**src/rtl/rgbhsv_pkg.sv**
```systemverilog
// ----------------------------------------------------------------------------
// rgbhsv_pkg
// Types and constants shared by the RGB to HSV converter files.
// ----------------------------------------------------------------------------
package rgbhsv_pkg;

	localparam int CH_W    = 8;
	localparam int HUE_W   = 15;
	localparam int SAT_W   = 16;

	// Long division: numerator of NUM_W bits, quotient known to fit QUO_W bits
	localparam int NUM_W     = 24;
	localparam int QUO_W     = 16;
	localparam int STEP_BITS = 4;
	localparam int DIV_STEPS = QUO_W / STEP_BITS;

	localparam int HUE_CALC_W = 16;
	localparam logic signed [HUE_CALC_W-1:0] HUE_FULL_TURN    = 16'sd23040;
	localparam logic signed [HUE_CALC_W-1:0] HUE_GREEN_OFFSET = 16'sd7680;
	localparam logic signed [HUE_CALC_W-1:0] HUE_BLUE_OFFSET  = 16'sd15360;

	typedef enum logic [1:0] {
		SEC_RED   = 2'd0,
		SEC_GREEN = 2'd1,
		SEC_BLUE  = 2'd2
	} sector_t;

endpackage

```
**src/rtl/rgbhsv_pix_if.sv**
```systemverilog
// ----------------------------------------------------------------------------
// rgbhsv_pix_if
// Pixel request channel: one RGB pixel per request.
// ----------------------------------------------------------------------------
interface rgbhsv_pix_if;

	logic                         valid;
	logic                         ready;
	logic [rgbhsv_pkg::CH_W-1:0]  red;
	logic [rgbhsv_pkg::CH_W-1:0]  green;
	logic [rgbhsv_pkg::CH_W-1:0]  blue;

	modport source (output valid, output red, output green, output blue, input ready);
	modport sink   (input valid, input red, input green, input blue, output ready);

endinterface

```
**src/rtl/rgbhsv_hsv_if.sv**
```systemverilog
// ----------------------------------------------------------------------------
// rgbhsv_hsv_if
// HSV result channel: hue, saturation and brightness per request.
// ----------------------------------------------------------------------------
interface rgbhsv_hsv_if;

	logic                          valid;
	logic                          ready;
	logic [rgbhsv_pkg::HUE_W-1:0]  hue;
	logic [rgbhsv_pkg::SAT_W-1:0]  saturation;
	logic [rgbhsv_pkg::CH_W-1:0]   brightness;

	modport source (output valid, output hue, output saturation, output brightness,
		input ready);
	modport sink   (input valid, input hue, input saturation, input brightness,
		output ready);

endinterface

```
**src/rtl/rgbhsv_div_step.sv**
```systemverilog
// ----------------------------------------------------------------------------
// rgbhsv_div_step
// Restoring long-division slice: retires STEP_BITS quotient bits against an
// 8-bit divisor. Partial remainder stays below the divisor.
// ----------------------------------------------------------------------------
module rgbhsv_div_step (
	input  logic [rgbhsv_pkg::CH_W-1:0]      rem_in,
	input  logic [rgbhsv_pkg::STEP_BITS-1:0] num_bits,
	input  logic [rgbhsv_pkg::CH_W-1:0]      den,
	output logic [rgbhsv_pkg::CH_W-1:0]      rem_out,
	output logic [rgbhsv_pkg::STEP_BITS-1:0] quo_bits
);

	always_comb begin
		logic [rgbhsv_pkg::CH_W-1:0] r;
		logic [rgbhsv_pkg::CH_W:0]   t;
		r = rem_in;
		quo_bits = '0;
		for (int i = rgbhsv_pkg::STEP_BITS - 1; i >= 0; i--) begin
			t = {r, num_bits[i]};
			if (t >= {1'b0, den}) begin
				t = t - {1'b0, den};
				quo_bits[i] = 1'b1;
			end
			r = t[rgbhsv_pkg::CH_W-1:0];
		end
		rem_out = r;
	end

endmodule

```
**src/rtl/rgb_to_hsv_converter.sv**
```systemverilog
// ----------------------------------------------------------------------------
// rgb_to_hsv_converter
// Pipelined RGB to HSV conversion: brightness = max, saturation =
// floor(diff*65535/max), hue in degrees * 64 from the sector of the max.
//
//   channel  modport  payload                               per request
//   pixel    sink     red[7:0] green[7:0] blue[7:0]         one pixel
//   hsv      source   hue[14:0] saturation[15:0] bright[7:0] one result
//
// Seven register stages: min/max, numerators, four long-division stages of
// four quotient bits each, hue fix-up into the output register.
// One pixel per clock sustained while hsv is ready.
// arst_n clears all stage valid bits; payload registers are not reset.
// Each stage advances when it is empty or the next one advances, so a stall
// on hsv fills bubbles first and then holds every stage in place.
// ----------------------------------------------------------------------------
module rgb_to_hsv_converter (
	input  logic                 clk,
	input  logic                 arst_n,
	rgbhsv_pix_if.sink           pixel,
	rgbhsv_hsv_if.source         hsv
);

	localparam int S_DIV0 = 2;
	localparam int S_DIVN = S_DIV0 + rgbhsv_pkg::DIV_STEPS;
	localparam int S_OUT  = S_DIVN + 1;
	localparam int LOW_W  = rgbhsv_pkg::NUM_W - rgbhsv_pkg::CH_W;
	localparam int SB     = rgbhsv_pkg::STEP_BITS;

	logic [S_OUT:1] valid_s;
	logic [S_OUT:1] en;

	// stage 1
	logic [rgbhsv_pkg::CH_W-1:0] mx_c, mn_c, anum_c;
	logic                        neg_c;
	rgbhsv_pkg::sector_t         sec_c;

	logic [rgbhsv_pkg::CH_W-1:0] mx_s1, diff_s1, anum_s1;
	logic                        neg_s1;
	rgbhsv_pkg::sector_t         sec_s1;

	// stages 2..6
	logic [rgbhsv_pkg::CH_W-1:0]  bright_s   [S_DIV0:S_DIVN];
	logic                         neg_s      [S_DIV0:S_DIVN];
	rgbhsv_pkg::sector_t          sec_s      [S_DIV0:S_DIVN];
	logic [rgbhsv_pkg::CH_W-1:0]  sat_den_s  [S_DIV0:S_DIVN];
	logic [rgbhsv_pkg::CH_W-1:0]  sat_rem_s  [S_DIV0:S_DIVN];
	logic [LOW_W-1:0]             sat_low_s  [S_DIV0:S_DIVN];
	logic [rgbhsv_pkg::QUO_W-1:0] sat_quo_s  [S_DIV0:S_DIVN];
	logic [rgbhsv_pkg::CH_W-1:0]  hue_den_s  [S_DIV0:S_DIVN];
	logic [rgbhsv_pkg::CH_W-1:0]  hue_rem_s  [S_DIV0:S_DIVN];
	logic [LOW_W-1:0]             hue_low_s  [S_DIV0:S_DIVN];
	logic [rgbhsv_pkg::QUO_W-1:0] hue_quo_s  [S_DIV0:S_DIVN];

	logic [rgbhsv_pkg::NUM_W-1:0] sat_num_c, hue_num_c;

	// output stage
	logic signed [rgbhsv_pkg::HUE_CALC_W-1:0] hue_c;
	logic [rgbhsv_pkg::HUE_W-1:0] hue_s7;
	logic [rgbhsv_pkg::SAT_W-1:0] sat_s7;
	logic [rgbhsv_pkg::CH_W-1:0]  bright_s7;

	// ---------------- flow control ----------------
	always_comb begin
		en[S_OUT] = !valid_s[S_OUT] || hsv.ready;
		for (int k = S_OUT - 1; k >= 1; k--) begin
			en[k] = !valid_s[k] || en[k+1];
		end
	end

	assign pixel.ready = en[1];

	always_ff @(posedge clk or negedge arst_n) begin
		if (!arst_n) begin
			valid_s <= '0;
		end else begin
			if (en[1]) begin
				valid_s[1] <= pixel.valid;
			end
			for (int k = 2; k <= S_OUT; k++) begin
				if (en[k]) begin
					valid_s[k] <= valid_s[k-1];
				end
			end
		end
	end

	// ---------------- stage 1: max, min, sector ----------------
	always_comb begin
		mx_c = pixel.red;
		if (pixel.green > mx_c) mx_c = pixel.green;
		if (pixel.blue > mx_c)  mx_c = pixel.blue;
		mn_c = pixel.red;
		if (pixel.green < mn_c) mn_c = pixel.green;
		if (pixel.blue < mn_c)  mn_c = pixel.blue;

		if (mx_c == pixel.red)        sec_c = rgbhsv_pkg::SEC_RED;
		else if (mx_c == pixel.green) sec_c = rgbhsv_pkg::SEC_GREEN;
		else                          sec_c = rgbhsv_pkg::SEC_BLUE;

		case (sec_c)
			rgbhsv_pkg::SEC_GREEN: begin
				neg_c  = pixel.blue < pixel.red;
				anum_c = neg_c ? pixel.red - pixel.blue : pixel.blue - pixel.red;
			end
			rgbhsv_pkg::SEC_BLUE: begin
				neg_c  = pixel.red < pixel.green;
				anum_c = neg_c ? pixel.green - pixel.red : pixel.red - pixel.green;
			end
			default: begin
				neg_c  = pixel.green < pixel.blue;
				anum_c = neg_c ? pixel.blue - pixel.green : pixel.green - pixel.blue;
			end
		endcase
	end

	always_ff @(posedge clk) begin
		if (en[1]) begin
			mx_s1   <= mx_c;
			diff_s1 <= mx_c - mn_c;
			anum_s1 <= anum_c;
			neg_s1  <= neg_c;
			sec_s1  <= sec_c;
		end
	end

	// ---------------- stage 2: numerators, divisors ----------------
	// diff*65535 and |num|*3840 by shift and subtract
	assign sat_num_c = {diff_s1, 16'd0} - {16'd0, diff_s1};
	assign hue_num_c = {4'd0, anum_s1, 12'd0} - {8'd0, anum_s1, 8'd0};

	always_ff @(posedge clk) begin
		if (en[S_DIV0]) begin
			bright_s[S_DIV0]  <= mx_s1;
			neg_s[S_DIV0]     <= neg_s1;
			sec_s[S_DIV0]     <= sec_s1;
			// zero divisor only with zero numerator; 1 keeps the quotient at zero
			sat_den_s[S_DIV0] <= (mx_s1 == '0) ? 8'd1 : mx_s1;
			hue_den_s[S_DIV0] <= (diff_s1 == '0) ? 8'd1 : diff_s1;
			sat_rem_s[S_DIV0] <= sat_num_c[rgbhsv_pkg::NUM_W-1:LOW_W];
			sat_low_s[S_DIV0] <= sat_num_c[LOW_W-1:0];
			sat_quo_s[S_DIV0] <= '0;
			hue_rem_s[S_DIV0] <= hue_num_c[rgbhsv_pkg::NUM_W-1:LOW_W];
			hue_low_s[S_DIV0] <= hue_num_c[LOW_W-1:0];
			hue_quo_s[S_DIV0] <= '0;
		end
	end

	// ---------------- stages 3..6: long division ----------------
	for (genvar k = S_DIV0 + 1; k <= S_DIVN; k++) begin : g_div
		logic [rgbhsv_pkg::CH_W-1:0] sat_rem_c, hue_rem_c;
		logic [SB-1:0]               sat_q_c, hue_q_c;

		rgbhsv_div_step u_sat_step (
			.rem_in   (sat_rem_s[k-1]),
			.num_bits (sat_low_s[k-1][LOW_W-1 -: SB]),
			.den      (sat_den_s[k-1]),
			.rem_out  (sat_rem_c),
			.quo_bits (sat_q_c)
		);

		rgbhsv_div_step u_hue_step (
			.rem_in   (hue_rem_s[k-1]),
			.num_bits (hue_low_s[k-1][LOW_W-1 -: SB]),
			.den      (hue_den_s[k-1]),
			.rem_out  (hue_rem_c),
			.quo_bits (hue_q_c)
		);

		always_ff @(posedge clk) begin
			if (en[k]) begin
				bright_s[k]  <= bright_s[k-1];
				neg_s[k]     <= neg_s[k-1];
				sec_s[k]     <= sec_s[k-1];
				sat_den_s[k] <= sat_den_s[k-1];
				hue_den_s[k] <= hue_den_s[k-1];
				sat_rem_s[k] <= sat_rem_c;
				hue_rem_s[k] <= hue_rem_c;
				sat_low_s[k] <= {sat_low_s[k-1][LOW_W-SB-1:0], {SB{1'b0}}};
				hue_low_s[k] <= {hue_low_s[k-1][LOW_W-SB-1:0], {SB{1'b0}}};
				sat_quo_s[k] <= {sat_quo_s[k-1][rgbhsv_pkg::QUO_W-SB-1:0], sat_q_c};
				hue_quo_s[k] <= {hue_quo_s[k-1][rgbhsv_pkg::QUO_W-SB-1:0], hue_q_c};
			end
		end
	end

	// ---------------- stage 7: hue fix-up ----------------
	always_comb begin
		logic signed [rgbhsv_pkg::HUE_CALC_W-1:0] offs;
		logic signed [rgbhsv_pkg::HUE_CALC_W-1:0] q;
		case (sec_s[S_DIVN])
			rgbhsv_pkg::SEC_GREEN: offs = rgbhsv_pkg::HUE_GREEN_OFFSET;
			rgbhsv_pkg::SEC_BLUE:  offs = rgbhsv_pkg::HUE_BLUE_OFFSET;
			default:               offs = '0;
		endcase
		q = signed'(hue_quo_s[S_DIVN]);
		// floor toward minus infinity for a negative numerator
		if (neg_s[S_DIVN]) begin
			hue_c = offs - q - ((hue_rem_s[S_DIVN] != '0) ? 16'sd1 : 16'sd0);
		end else begin
			hue_c = offs + q;
		end
		if (hue_c < 0) begin
			hue_c = hue_c + rgbhsv_pkg::HUE_FULL_TURN;
		end
	end

	always_ff @(posedge clk) begin
		if (en[S_OUT]) begin
			hue_s7    <= hue_c[rgbhsv_pkg::HUE_W-1:0];
			sat_s7    <= sat_quo_s[S_DIVN];
			bright_s7 <= bright_s[S_DIVN];
		end
	end

	assign hsv.valid      = valid_s[S_OUT];
	assign hsv.hue        = hue_s7;
	assign hsv.saturation = sat_s7;
	assign hsv.brightness = bright_s7;

`ifndef NO_ASSERTIONS
	a_accept_enters: assert property (@(posedge clk) disable iff (!arst_n)
		pixel.valid && pixel.ready |=> valid_s[1])
		else $error("accepted pixel did not enter stage 1");

	a_hue_range: assert property (@(posedge clk) disable iff (!arst_n)
		hsv.valid |-> hsv.hue < 15'd23040)
		else $error("hue out of range");

	a_grey_hue: assert property (@(posedge clk) disable iff (!arst_n)
		hsv.valid && hsv.saturation == '0 |-> hsv.hue == '0)
		else $error("zero saturation with nonzero hue");

	a_div_rem: assert property (@(posedge clk) disable iff (!arst_n)
		valid_s[S_DIVN] |-> sat_rem_s[S_DIVN] < sat_den_s[S_DIVN]
			&& hue_rem_s[S_DIVN] < hue_den_s[S_DIVN])
		else $error("division remainder not below divisor");
`endif

endmodule

```
**src/flat_wrapper.sv**
```systemverilog
// flat-port wrapper written by rule: the top's interface ports become plain ports
module rgb_to_hsv_converter_flat 
  (clk, arst_n, pixel_valid, pixel_red, pixel_green, pixel_blue, pixel_ready, hsv_valid, hsv_hue, hsv_saturation, hsv_brightness, hsv_ready);
  rgbhsv_pix_if pixel_i ();
  rgbhsv_hsv_if hsv_i ();
  input  logic clk;
  input  logic arst_n;
  input wire logic [$bits(pixel_i.valid)-1:0] pixel_valid;
  input wire logic [$bits(pixel_i.red)-1:0] pixel_red;
  input wire logic [$bits(pixel_i.green)-1:0] pixel_green;
  input wire logic [$bits(pixel_i.blue)-1:0] pixel_blue;
  output wire logic [$bits(pixel_i.ready)-1:0] pixel_ready;
  output wire logic [$bits(hsv_i.valid)-1:0] hsv_valid;
  output wire logic [$bits(hsv_i.hue)-1:0] hsv_hue;
  output wire logic [$bits(hsv_i.saturation)-1:0] hsv_saturation;
  output wire logic [$bits(hsv_i.brightness)-1:0] hsv_brightness;
  input wire logic [$bits(hsv_i.ready)-1:0] hsv_ready;
  assign pixel_i.valid = pixel_valid;
  assign pixel_i.red = pixel_red;
  assign pixel_i.green = pixel_green;
  assign pixel_i.blue = pixel_blue;
  assign pixel_ready = pixel_i.ready;
  assign hsv_valid = hsv_i.valid;
  assign hsv_hue = hsv_i.hue;
  assign hsv_saturation = hsv_i.saturation;
  assign hsv_brightness = hsv_i.brightness;
  assign hsv_i.ready = hsv_ready;
  rgb_to_hsv_converter u_core (.clk(clk), .arst_n(arst_n), .pixel(pixel_i), .hsv(hsv_i));
endmodule
```
**config.mk**
```make
export PLATFORM = sky130hd
export DESIGN_NAME = rgb_to_hsv_converter_flat
export DESIGN_NICKNAME = d
export VERILOG_FILES = /design/src/rtl/rgbhsv_pkg.sv /design/src/rtl/rgbhsv_pix_if.sv /design/src/rtl/rgbhsv_hsv_if.sv /design/src/rtl/rgbhsv_div_step.sv /design/src/rtl/rgb_to_hsv_converter.sv /design/src/flat_wrapper.sv
export SDC_FILE = /design/constraint.sdc
export NUM_CORES = 1
export LEC_CHECK = 0
export ABC_AREA = 0
export ABC_CLOCK_PERIOD_IN_PS = 10900
export BUFFER_PORTS_ARGS = -buffer_cell sky130_fd_sc_hd__buf_2
export CORE_ASPECT_RATIO = 0.7
export CORE_MARGIN = 8
export CORE_UTILIZATION = 40
export CTS_CLUSTER_SIZE = 25
export DETAILED_ROUTE_END_ITERATION = 8
export REMOVE_ABC_BUFFERS = 1
export SYNTH_ARGS = -nofsm -noshare
export SYNTH_HDL_FRONTEND = slang
export SYNTH_SLANG_ARGS = --single-unit
```
**constraint.sdc**
```tcl
create_clock -name clk -period 10.9 [get_ports clk]
set_input_delay 2.18 -clock clk [delete_from_list [all_inputs] [get_ports clk]]
set_output_delay 2.18 -clock clk [all_outputs]
set_load 0.005 [all_outputs]
```
==> results list, run 1 <==
- Number of endpoints failing setup at the final stage: 0
* Worst setup path category: reg -> reg
- The count of buffers added on input and output ports is between 60 and 70.
- The most used flip-flop cell after synthesis is sky130_fd_sc_hd__edfxtp_1.
* Ratio of final minimum period to clock period: 0.898
* Number of remaining DRC errors: 0
- Number of buffers between clock root and the deepest sink: 3
* Total of flip-flops plus latches after synthesis: a little under 400
- The cell that appears most often on the critical path is sky130_fd_sc_hd__a21oi_1.
- On the worst path, the slowest cell contributes a delay of 0.54 ns.
* WL/cell: about 17 um
- Entering global routing, the biggest net connects 74 pins.
* # nets final: 3,451
- The tool flagged a number of max-cap violations equal to 0.
- Setup crit start: u_core.sat_den_s[2][1]$_DFFE_PP_
- The final hold violation count was 0.
- In the global route stage, overall resource usage came out at 0.161.
- The first global-routing pass estimated between 100,000 and 150,000 um of wire.
- The number of antenna violations at the first check in global routing is 1.
* Count of distinct cell types in the synthesized netlist: 80
- The library cell used most frequently in the layout, excluding fill and tap cells, is sky130_fd_sc_hd__edfxtp_1.
* Number of synthesis warnings: 0
- After synthesis, the share of flip-flops with an asynchronous set or reset is 0.0179.
- Timing would allow up to 0.102 GHz.
* Min-Delay Path Class: reg -> reg
- Area of the die: 83,900 sq um
- The core region is between 70,000 and 80,000 sq um.
- Fin. max-slew vios: 0
- After clock tree synthesis, the clock-pin slew on the worst setup and hold paths is roughly 0.060 ns.
- Using the TritonRoute via totals, the vias-per-cell ratio works out to roughly 5.3.
- For the worst setup path, the data arrival time is ~10 ns.
- Chip width: roughly 340 um
* Commonest cells after routing, fill and taps aside: 385 x sky130_fd_sc_hd__edfxtp_1, 357 x sky130_fd_sc_hd__ha_1, 295 x sky130_fd_sc_hd__inv_1
- Root Buffer: sky130_fd_sc_hd__clkbuf_16
- The worst setup path is captured at a register.
* Clk sink count: 392
- After detailed routing, the total wire length is slightly below 70,000 um.
* Worst path bufs/invs: 5
- Sum of negative setup slack: 0 ns
- For this configuration, the core starts out at a cell density of 0.401.
- Startpoint of the worst register-to-register path: u_core.sat_den_s[2][1]$_DFFE_PP_
- Number of enable flip-flop cells after synthesis: between 300 and 400
* Required time of the critical path: 11.22 ns
* Vertical die dimension: between 200 and 250 um
- Final weighted congestion in routability-driven placement: slightly below 0.9
- Worst-margin pin slew: between 1 and 1.5 ns
- Compared with the post-synthesis result, the final layout area differs by 9.89%.
- After synthesis the cells add up to approximately 30,000 sq um.
* Number of global-route vias before repair: between 15,000 and 20,000
- In this run, the number of DRC markers left after iteration 0 of detailed routing was between 1,500 and 2,000.
- Counting every instance in the synthesized netlist gives about 3,000.
- Dividing the synthesized area by the synthesized cell count gives around 10 sq um.
- Top cell family by delay on the critical path: compound AO/OA/AOI/OAI gates
- Sequential fraction of the synthesis area: 0.392
* Antenna-violating nets left: 0
- In the final layout, the share of cells above drive strength 1 is 0.0984.
- Number of fillers in the final layout: 6,972
- Total gr overflow: 0
- Summing over every cut layer, the via total after detailed routing is around 22,000.
- In this run the number of H-tree levels came out at 2.
- The HPWL after detailed placement is around 55,000 um.
* Run status: complete, no violations
- First-pass DRT Iterations: 5
- Site Rows: between 80 and 90
- Critical path peak fanout: 13
- 0 antenna diodes ended up in the layout.
- Normalized max-slew margin: 0.248
* Master of the slowest instance on the critical path: sky130_fd_sc_hd__nand3b_1
* Source-to-sink clock delay at the later pin of the worst-skew pair: just under 0.6 ns
- TritonCTS clock tree: built
* Number of top-level design ports: 69
- Clock buffer count from CTS: 43
- Between clock sinks in the finished design, the worst skew comes to 0.0347 ns.
- The worst setup path is launched from a register.
* RSZ-0062 raised after global routing: false
* Clock period minus final worst setup slack: just under 10 ns
- In this run the most critical hold path is launched from u_core.sat_low_s[1][3]$_DFFE_PP_.
## logic make-up after synthesis
family          after synthesis  share of synthesized area
compound gates              706                      0.152
xor+xnor                    212                     0.0621
fa+ha+maj                   390                      0.171
buf+inv                     352                     0.0446
flops                       392                      0.392
mux                         149                     0.0542
simple gates                754                      0.124
## Yosys cell counts, types with 11 or more instances
cell type / n / area share
sky130_fd_sc_hd__a211o_1: 11 / 0.0032
sky130_fd_sc_hd__a211oi_1: 15 / 0.0038
sky130_fd_sc_hd__a21boi_0: 18 / 0.0045
sky130_fd_sc_hd__a21o_1: 53 / 0.013
sky130_fd_sc_hd__a21oi_1: 207 / 0.035
sky130_fd_sc_hd__a22oi_1: 11 / 0.0028
sky130_fd_sc_hd__a31oi_1: 14 / 0.0029
sky130_fd_sc_hd__and2_1: 15 / 0.0031
sky130_fd_sc_hd__and4_1: 11 / 0.0032
sky130_fd_sc_hd__clkbuf_1: 42 / 0.0053
sky130_fd_sc_hd__edfxtp_1: 385 / 0.39
sky130_fd_sc_hd__fa_1: 33 / 0.022
sky130_fd_sc_hd__ha_1: 357 / 0.15
sky130_fd_sc_hd__inv_1: 297 / 0.037
sky130_fd_sc_hd__mux2_2: 89 / 0.034
sky130_fd_sc_hd__mux2i_1: 58 / 0.019
sky130_fd_sc_hd__nand2_1: 161 / 0.020
sky130_fd_sc_hd__nand2b_1: 45 / 0.0094
sky130_fd_sc_hd__nand3_1: 33 / 0.0055
sky130_fd_sc_hd__nand4_1: 39 / 0.0082
sky130_fd_sc_hd__nor2_1: 235 / 0.029
sky130_fd_sc_hd__nor2b_1: 74 / 0.015
sky130_fd_sc_hd__nor3_1: 57 / 0.0095
sky130_fd_sc_hd__nor4_1: 14 / 0.0029
sky130_fd_sc_hd__o211ai_1: 13 / 0.0033
sky130_fd_sc_hd__o21a_1: 49 / 0.012
sky130_fd_sc_hd__o21ai_0: 169 / 0.028
sky130_fd_sc_hd__o21bai_1: 18 / 0.0045
sky130_fd_sc_hd__o221ai_1: 16 / 0.0047
sky130_fd_sc_hd__o22ai_1: 14 / 0.0029
sky130_fd_sc_hd__o31ai_1: 14 / 0.0035
sky130_fd_sc_hd__or2_2: 22 / 0.0046
sky130_fd_sc_hd__or3_1: 14 / 0.0029
sky130_fd_sc_hd__xnor2_1: 144 / 0.042
sky130_fd_sc_hd__xor2_1: 68 / 0.020
## state kept, by name, summed over array words and instances, names as in the netlist, 32 cells and up
register and cells:
u_core.sat_low_s 39, u_core.hue_rem_s 37, u_core.hue_quo_s 40, u_core.sat_den_s 32, u_core.hue_den_s 32, u_core.sat_quo_s 40
u_core.sat_rem_s 32, u_core.bright_s 40
## layout make-up
type                       instances  area [sq um]  share of cell area
clock buffer                      49          1110              0.0337
clock inverter                    31           328             0.00997
inverter                         301          1130              0.0344
multi-input combinational       2211         16900               0.513
sequential                       392         11700               0.357
tap                              989          1240              0.0377
timing repair buffer              84           460              0.0140
## path summary, 6_finish.rpt
check | to | slack (ns) | cells after the start
worst max register to register | u_core.sat_rem_s[2][14]$_DFFE_PP_ | 1.11 | 41
min in group asynchronous | u_core.valid_s[6]$_DFFE_PN0P_ | 1.43 | 1
worst min-delay path | u_core.sat_low_s[1][23]$_DFFE_PP_ | 0.39 | 0
worst max-delay path | u_core.sat_rem_s[2][14]$_DFFE_PP_ | 1.11 | 41
max in group asynchronous | u_core.valid_s[5]$_DFFE_PN0P_ | 9.28 | 1
worst min register to register | u_core.sat_low_s[1][23]$_DFFE_PP_ | 0.39 | 0
## stage by stage
step / hold WS (ns) / setup slack, ns / instances / utilization / cell area, sq um
after floorplan: 0.400 / 2.08 / 2904 / - / 29700
after detailed placement: 0.405 / 1.18 / 3977 / 0.422 / 31400
after global placement: 0.400 / 1.20 / 3977 / 0.422 / 31400
after CTS: 0.383 / 1.15 / 4057 / 0.441 / 32900
final: 0.392 / 1.11 / 4057 / 0.441 / 32900
after global routing: 0.391 / 0.188 / 4057 / 0.441 / 32900
## what timing repair did
action,in CTS,in global routing
setup buffers,0,0
hold buffers,0,0
setup endpoints to repair,0,2
resized for setup,0,1
## layer usage
layer  track usage  part of all wire  vias up
met5             0           0.00019        -
met4        0.0277             0.013        2
met3        0.0237             0.063       64
met2         0.210              0.36      573
met1         0.272              0.56    10072
li1              -                 -    10919
Power of run 1 is not shown: default switching activity piles up to over one toggle a cycle in this logic, so the estimate is an artifact.
==> run 2: changes to the inputs <==
--- a/config.mk
+++ b/config.mk
@@ -10,10 +10,12 @@
 export BUFFER_PORTS_ARGS = -buffer_cell sky130_fd_sc_hd__buf_2
 export CORE_ASPECT_RATIO = 0.7
 export CORE_MARGIN = 8
-export CORE_UTILIZATION = 40
+export CORE_UTILIZATION = 45
 export CTS_CLUSTER_SIZE = 25
 export DETAILED_ROUTE_END_ITERATION = 8
 export REMOVE_ABC_BUFFERS = 1
+export SETUP_SLACK_MARGIN = 0.05
 export SYNTH_ARGS = -nofsm -noshare
 export SYNTH_HDL_FRONTEND = slang
+export SYNTH_HIERARCHICAL = 1
 export SYNTH_SLANG_ARGS = --single-unit
==> results list, run 2 <==
- The hold buffer count at cts is 0 (unchanged).
* First-pass DRT Iterations: 7 (+2)
- TritonCTS clock tree: built
* Ratio of final minimum period to clock period: 0.850 (-0.0479)
- Number of DRC violations after detailed-routing iteration 0: 1,758 (+0.86%)
- Mean cell area of the mapped netlist: 10.8 sq um (+6.3%)
- Synth Cell Area: 30,800 sq um (+3.0%)
- Slack of the critical path: 1.64 ns (+0.522 ns)
- Total gr overflow: 0 (unchanged)
- Worst setup path category: reg -> reg
* Source-to-sink clock delay at the later pin of the worst-skew pair: 0.58 ns (about the same)
* Initial standard-cell utilization of the core: 0.453 (+0.0518)
- MaxCap Viol Count: 0 (unchanged)
- WL/cell: 18.8 um (+10%)
* Master of the slowest instance on the critical path: sky130_fd_sc_hd__a211oi_4
- The final hold violation count was 0 (unchanged).
- Setup repair after global routing left no endpoint under its margin.
- The final wirelength came to 73,200 um (+5.4%).
* Most common cell after layout, fill and taps aside: sky130_fd_sc_hd__edfxtp_1
- The deepest level of the CTS H-tree came to 2 (unchanged).
- Among the stages of the critical path, the cell type that occurs most often is sky130_fd_sc_hd__a21oi_1.
- The largest net degree at the start of global routing came to 73 (-1.4%).
- Detail Route met3 WL: 3990 um (-8.6%)
- The fraction of layout instances using a drive strength above 1 is 0.128 (+0.0293).
- The area of the multi-input gates was 17,900 sq um (+5.9%).
- The via total after detailed routing came to 22,139 (+2.4%).
- Area of the die: 77,200 sq um (-8.0%)
- Number of global-route vias before repair: 22,035 (+10%)
- Maximum frequency from static timing analysis: 0.108 GHz (+5.6%)
* Stage delay of the slowest cell on the critical path: 0.55 ns (about the same)
* Post-CTS setup buffer count: 0 (unchanged)
* Endpoint arrival time on the critical path: 9.59 ns (-0.52 ns)
- Number of remaining DRC errors: 0 (unchanged)
- The worst setup path is launched from a register.
- The number of nets still failing antenna checks after routing came to 0 (unchanged).
- Register Area: 11,700 sq um (unchanged)
- The overall track demand over capacity in global routing came to 0.186 (+0.0256).
- The required arrival time at the worst endpoint came to 11.23 ns (about the same).
- After detailed routing, no signal wire sits above met4.
- The path class of the tightest hold or removal check is reg -> reg.
- The number of standard-cell rows in the floorplan was 80 (-4.8%).
- Met1 Routed Length: 37,300 um (-4.6%)
* Number of synthesis warnings: 6 (+6)
- The top cell types in the final layout, fill and taps aside, are 385 x sky130_fd_sc_hd__edfxtp_1, 359 x sky130_fd_sc_hd__ha_1, 258 x sky130_fd_sc_hd__inv_1.
* Clock buffer count from CTS: 42 (-2.3%)
- STA classifies the critical path endpoint as a register.
- In this run the clock root is driven by a sky130_fd_sc_hd__clkbuf_16.
- The slew of the pin with the lowest slew margin is 1.10 ns (-0.0240 ns).
* Number of top-level design ports: 69 (unchanged)
- Cell count after synthesis: 2,864 (-3.1%)
* Routed met2 length: 30,800 um (+23%)
- The number of vias per cell after detailed routing came to 5.70 (+6.9%).
- Critical path peak fanout: 14 (+1)
- The placeable core region came to 68,000 sq um (-8.8%).
- Top cell family by delay on the critical path: compound AO/OA/AOI/OAI gates
- CTS clock-pin slew for the worst setup and hold paths: 0.07 ns (about the same)
- The vertical extent of the die is 235 um (-4.0%).
- The routability-driven placement congestion ratio came to 0.947 (+8.6%).
- The number of fill cells came to 6,086 (-13%).
- The width of the chip was 329 um (-4.1%).
* Synthesis-to-layout area growth: 9.17%
- Number of input and output port buffers inserted: 68 (unchanged)
- The worst setup skew after layout is 0.0231 ns (-0.0116 ns).
- The clock sink count was 392 (unchanged).
* Global-route wire length before repair: 119,000 um (+7.6%)
* Normalized max-slew margin: 0.266 (+0.0187)
* Post-placement setup slack: 1.76 ns (+0.578 ns)
* Number of buffers between clock root and the deepest sink: 3 (unchanged)
- # nets final: 3,377 (-2.1%)
- The antenna diode count is 0 (unchanged).
* Sum of negative setup slack: 0 ns (unchanged)
* Number of antenna violations at the first check in global routing: 0 (-1)
- Number of gates given a new drive strength after cts: 0 (unchanged)
- The flow ran to the end, and the final reports show no timing, DRC or antenna violations.
- The count of pins over their slew limit was 0 (unchanged).
- Number of endpoints failing setup at the final stage: 0 (unchanged)
* Detailed Place HPWL: 56,800 um (+3.8%)
- Clock period minus final worst setup slack: 9.26 ns (-0.522 ns)
* Worst path bufs/invs: 4 (-1)
- In the final layout, the registers with the most flip-flops are u_core/bright_s (40), u_core/hue_quo_s (40), u_core/sat_quo_s (40).
-- run 2: final timing paths --
check	startpoint	endpoint	slack, ns	depth (start not counted)
worst max-delay path	u_core/sat_den_s[1][12]$_DFFE_PP_	u_core/sat_rem_s[2][7]$_DFFE_PP_	1.64	35
worst min-delay path	u_core/bright_s[2][4]$_DFFE_PP_	u_core/bright_s[3][4]$_DFFE_PP_	0.40	0
worst max register to register	u_core/sat_den_s[1][12]$_DFFE_PP_	u_core/sat_rem_s[2][7]$_DFFE_PP_	1.64	35
worst min register to register	u_core/bright_s[2][4]$_DFFE_PP_	u_core/bright_s[3][4]$_DFFE_PP_	0.40	0
max in group asynchronous	arst_n	u_core/valid_s[1]$_DFFE_PN0P_	9.31	1
min in group asynchronous	arst_n	u_core/valid_s[4]$_DFFE_PN0P_	1.44	1
-- run 2: area by class of cell --
| type | count | area share |
|---|---|---|
| Clock inverter | 29 | 0.0116 |
| Sequential cell | 392 | 0.349 |
| Inverter | 268 | 0.0300 |
| Clock buffer | 46 | 0.0323 |
| Tap cell | 902 | 0.0336 |
| Multi-Input combinational cell | 2170 | 0.531 |
| Timing Repair Buffer | 78 | 0.0124 |
-- run 2: stage by stage --
step                      instance area, sq um  hold WS [ns]  std cells   util
after detailed placement                 32100         0.405       3810  0.473
after floorplan                          30600         0.400       2830      -
after CTS                                33600         0.404       3885  0.495
after global placement                   32100         0.401       3810  0.473
after global routing                     33600         0.408       3885  0.495
final                                    33600         0.400       3885  0.495
-- run 2: routing by layer --
layer / vias to the layer above / track usage
li1: 10745 / -
met1: 10721 / 0.284
met2: 584 / 0.280
met3: 89 / 0.0230
met4: 0 / 0.0413
met5: - / 0
-- run 2: worst register-to-register path, delay by kind of cell, from the launching register on --
| kind | cells | cell delay (ns) |
|---|---|---|
| fa+ha+maj | 4 | 1.18 |
| simple gates | 5 | 0.92 |
| flops | 1 | 0.41 |
| mux | 2 | 0.84 |
| compound gates | 20 | 5.12 |
| buf+inv | 4 | 0.56 |
Power of run 2 is left out for the same reason.
